`src/rtl/core/qsfm_pkg.sv`:
```
// Package for the quasi-static frequency model: sizes, item kinds, reset values.
package qsfm_pkg;
  localparam int unsigned MaxSymbolsDefault = 256;
  localparam int unsigned FreqBitsDefault   = 16;
  localparam int unsigned FirstPeriod       = 8;
  localparam int unsigned RegIdxBits        = 2;
  localparam int unsigned CfgDataBits       = 16;

  typedef enum logic [1:0] {
    KIND_ADD    = 2'd0,
    KIND_LOOKUP = 2'd1,
    KIND_SEARCH = 2'd2,
    KIND_INIT   = 2'd3
  } kind_t;

  typedef enum logic [RegIdxBits-1:0] {
    REG_SYMBOL_COUNT    = 2'd0,
    REG_TOTAL_FREQUENCY = 2'd1,
    REG_UPDATE_PERIOD   = 2'd2
  } reg_idx_t;

  localparam logic [8:0]  SymbolCountReset = 9'd256;
  localparam logic [15:0] TotalFreqReset   = 16'd65535;
  localparam logic [15:0] UpdPeriodReset   = 16'd1024;

  // Request from the sequencer to the divider.
  typedef struct packed {
    logic        start;
    logic [31:0] dividend;
    logic [31:0] divisor;
  } div_req_t;
endpackage

```
`src/rtl/core/qsfm_div.sv`:
```
// Iterative restoring divider: one quotient bit per cycle.
module qsfm_div import qsfm_pkg::*; #(
  parameter int unsigned W = 32
) (
  input  logic         clk,
  input  logic         rst,
  input  div_req_t     req,
  output logic         busy,
  output logic [W-1:0] quot,
  output logic [W-1:0] rem
);
  localparam int unsigned CntBits = $clog2(W + 1);

  logic [W-1:0]       dvs;
  logic [CntBits-1:0] cnt;
  logic [W:0]         trial;

  assign trial = {rem, quot[W-1]} - {1'b0, dvs};

  always_ff @(posedge clk) begin
    if (rst) begin
      busy <= 1'b0;
      cnt  <= '0;
    end else if (req.start) begin
      busy <= 1'b1;
      cnt  <= CntBits'(W);
      quot <= req.dividend[W-1:0];
      rem  <= '0;
      dvs  <= req.divisor[W-1:0];
    end else if (busy) begin
      if (trial[W]) begin
        rem  <= {rem[W-2:0], quot[W-1]};
        quot <= {quot[W-2:0], 1'b0};
      end else begin
        rem  <= trial[W-1:0];
        quot <= {quot[W-2:0], 1'b1};
      end
      cnt <= cnt - 1'b1;
      if (cnt == CntBits'(1)) busy <= 1'b0;
    end
  end

`ifndef SYNTHESIS
  a_cnt_busy: assert property (@(posedge clk) disable iff (rst)
    busy && !req.start |-> cnt != '0) else $error("divider busy with zero count");
  a_start: assert property (@(posedge clk) disable iff (rst)
    req.start |=> busy) else $error("divider did not start");
  a_done: assert property (@(posedge clk) disable iff (rst)
    busy && !req.start && cnt == CntBits'(1) |=> !busy) else $error("divider overran");
`endif
endmodule

```
`config.mk`:
```
export PLATFORM = sky130hd
export DESIGN_NAME = qsfm_div
export DESIGN_NICKNAME = d
export VERILOG_FILES = /design/src/rtl/core/qsfm_pkg.sv /design/src/rtl/core/qsfm_div.sv
export SDC_FILE = /design/constraint.sdc
export NUM_CORES = 1
export LEC_CHECK = 0
export BUFFER_PORTS_ARGS = -buffer_cell sky130_fd_sc_hd__clkbuf_2
export CORE_MARGIN = 2
export CORE_UTILIZATION = 56
export CTS_BUF_LIST = sky130_fd_sc_hd__clkbuf_16
export CTS_CLUSTER_SIZE = 28
export DETAILED_ROUTE_END_ITERATION = 8
export PLACE_DENSITY_LB_ADDON = 0.12
export SLEW_MARGIN = 40
export SYNTH_ARGS = -nofsm -noshare
export SYNTH_HDL_FRONTEND = slang
export SYNTH_SLANG_ARGS = --single-unit
```
`constraint.sdc`:
```
create_clock -name clk -period 10.3 [get_ports clk]
set_clock_uncertainty 0.05 [all_clocks]
set_input_delay 0 -clock clk [delete_from_list [all_inputs] [get_ports clk]]
set_output_delay 0 -clock clk [all_outputs]
set_load 0.005 [all_outputs]
```
==> results.py <==
metrics = {
    "layout": {
        "syn2layout_area_growth_pct": 30.7,
        "drive_above_1_share": 0.276,
        "nFillCells": 690,
        "fin_util": 0.748,
        "num-nets-final": 810,
    },
    "timing": {
        "rsz0062_at_grt": "false",
        "period_share": 0.346,
        "holdWs_ps": 78.9,
        "tns_ps": 0,
        "hold_viol": 0,
        "min_period_ps": 3560,
        "setup_viol": 0,
        "slew_violations": 0,
        "maxSlewHeadroom": 0.598,
        "tightest_slew_ps": 597,
        "worst_slack_ps": 6740,
        "fmax_mhz": 281,
    },
    "global_route": {
        "grt_usage": 0.256,
        "grt.overflow.total": 0,
        "grt_max_degree": 74,
        "grt_pass1_vias": 4735,
        "grt_pass1_wl_um": 22600,
        "grt_antenna_before_repair": 1,
    },
    "worst_setup_path": {
        "crit_path_max_fanout": 28,
        "end_kind": "flop",
        "setup.worst_path.start_class": "flop",
        "cp.required_ps": 10450,
        "critPathKind": "reg -> reg",
        "r2r_cells": 13,
        "crit_arrival_ps": 3710,
        "r2r_setup_slack_ps": 6740,
    },
    "clock_network": {
        "cts-buffers-inserted": 9,
        "cts_sinks": 103,
        "clkTransAtPathRegs_ps": 70,
        "cts_setup_buffers": 0,
        "post_cts_resized": 0,
        "htree_levels": 3,
        "ctsHoldBuffers": 65,
        "cts_tree": "built",
        "insertion_delay_ps": 360,
        "cts_root_buffer": "clkbuf_16",
        "clock_path_buffers": 2,
    },
    "drt": {
        "vias": 4654,
        "ant_nets": 0,
        "drc": 0,
        "drt_first_pass_iters": 5,
        "drt-initial-drc-count": 192,
        "wirelength_um": 14100,
        "vias_per_cell": 5.48,
        "wire_per_inst_um": 16.6,
    },
    "die": {
        "die_y_um": 106,
        "io_pins": 132,
        "coreArea_um2": 10300,
        "rows": 37,
        "floorplan.initialDensity": 0.572,
        "die_w_um": 106,
        "die_area_um2": 11300,
    },
    "pwr": {
        "comb_power_share": 0.305,
        "vdd_drop_max_mv": 0.117,
        "power.switching_uw": 386,
        "internal-power_uw": 877,
        "power_density_nw_per_um2": 164,
        "p_sw_frac": 0.306,
        "seq_power_share": 0.422,
        "pwr-share-clk": 0.272,
        "leakage_uw": 0.00331,
    },
    "yosys": {
        "syn_inst": 510,
        "yosysTopAreaCell": "edfxtp_1",
        "synth_seq_cells": 103,
        "synth_nets": 612,
        "seq_area_frac_synth": 0.514,
        "yosysTopAreaCellShare": 0.490,
        "syn_avg_cell_area_um2": 11.5,
        "yosysWarnings": 0,
        "synth_area_leaders": "edfxtp_1 49%, ha_1 7.2%, mux2_2 5.9%, mux2i_1 3.9%, nor2_1 3.5%",
        "ys.flop_type": "edfxtp_1",
        "synth-edff-count": 96,
        "ys_types": 54,
        "synth.most_common_cell": "edfxtp_1",
        "syn-cell-area_um2": 5880,
        "synthArstFlopShare": 0,
        "synth_common_cells": "96 x edfxtp_1, 55 x nor2_1, 41 x inv_1",
    },
    "placed_design": {
        "place_congestion": 0.857,
        "place_ws_ps": 6710,
        "numPortBuffers": 131,
        "place_hpwl_um": 9300,
    },
    "status": {
        "status": "completed",
    },
    "worst_hold_path": {
        "hold_class": "in -> reg",
        "hold_depth": 3,
    },
    "run": {
        "drv_cap": 0,
    },
}
-- metrics by stage --
stage          cell area [um^2]  power [uW]  std cells
4_1_cts                    7640        1260        847
6_report                   7690        1260        850
5_1_grt                    7690        1330        850
3_3_place_gp               6670         888        765
3_5_place_dp               6690         900        766
2_1_floorplan              5880         808        510
-- kinds of logic after synthesis --
logic type                 Yosys count  share of synthesized area
buffers and inverters               56                     0.0400
and+or+nand+nor                    126                     0.0959
xor gates and xnor gates            35                     0.0553
DFF                                103                      0.514
muxes                               55                      0.100
adders and majority gates           35                     0.0757
AOI/OAI and AO/OA                  100                      0.119
-- power by group through the flow --
| stage | combinational [uW] | clock (uW) | sequential, uW |
|---|---|---|---|
| after floorplan | 271 | 0 | 538 |
| after global placement | 348 | 0 | 541 |
| after detailed placement | 358 | 0 | 541 |
| after CTS | 380 | 350 | 533 |
| after global routing | 425 | 365 | 537 |
| final | 386 | 344 | 533 |
-- cell type report --
class	count	area [um^2]	area share
clock inverter	7	72.6	0.00944
clock buffer	9	225	0.0293
tap	136	170	0.0221
timing repair buffer	202	1400	0.183
multi-input combinational	351	2640	0.343
sequential	103	3020	0.393
inverter	41	154	0.0200
antenna	1	2.50	0.000325
-- flip-flops by register name, indices dropped and copies added (netlist names) --
| name | count |
|---|---|
| quot | 32 |
| rem | 32 |
| cnt | 6 |
| dvs | 32 |
| busy | 1 |
-- final timing paths --
kind	start	end
worst max-delay path	quot[31]	rem[23]
worst min-delay path	req[64]	cnt[4]
worst max register to register	quot[31]	rem[23]
worst min register to register	cnt[1]	cnt[1]
-- layout by cell type (no fill, tap or decap), drive strengths merged, types with 2 or more instances in the layout --
cell type | synthesis | layout
mux2 | 32 | 32
a2111o | 3 | 3
clkbuf | 9 | 140
o21bai | 2 | 2
clkinv | 0 | 3
a2111oi | 2 | 2
dlygate4sd3 | 0 | 65
a41oi | 4 | 4
nand2 | 33 | 33
nor2 | 55 | 55
ha | 34 | 34
a211oi | 4 | 4
o31ai | 4 | 4
a21o | 6 | 6
and3 | 4 | 4
dfxtp | 7 | 7
xor2 | 11 | 11
o211ai | 6 | 6
o21ai | 15 | 15
buf | 6 | 6
o21a | 4 | 4
a221oi | 2 | 2
nand4 | 4 | 4
edfxtp | 96 | 96
a21oi | 38 | 38
nor2b | 3 | 3
nand2b | 9 | 9
mux2i | 23 | 23
nand3 | 5 | 5
inv | 41 | 44
o22ai | 4 | 4
nor3 | 8 | 8
xnor2 | 24 | 24
nor3b | 2 | 2
-- per-layer routing --
metal	track usage	up-vias	wire, um
li1	-	2266	-
met5	0	-	0
met2	0.440	174	7140
met3	0.0797	25	1020
met4	0.0872	0	308
met1	0.303	2189	5620
-- worst max-delay path, cell delays in order (launching register included) --
cell and delay, ps:
edfxtp_1 380, inv_1 60, ha_1 220, fa_1 410, and2b_1 240, o211ai_2 110, a31oi_4 230, o21ai_2 110
a21oi_2 170, a21oi_2 110, xnor2_4 390, buf_4 460, nand2b_1 230, o22ai_1 210
(Power assumes the default switching activity.)
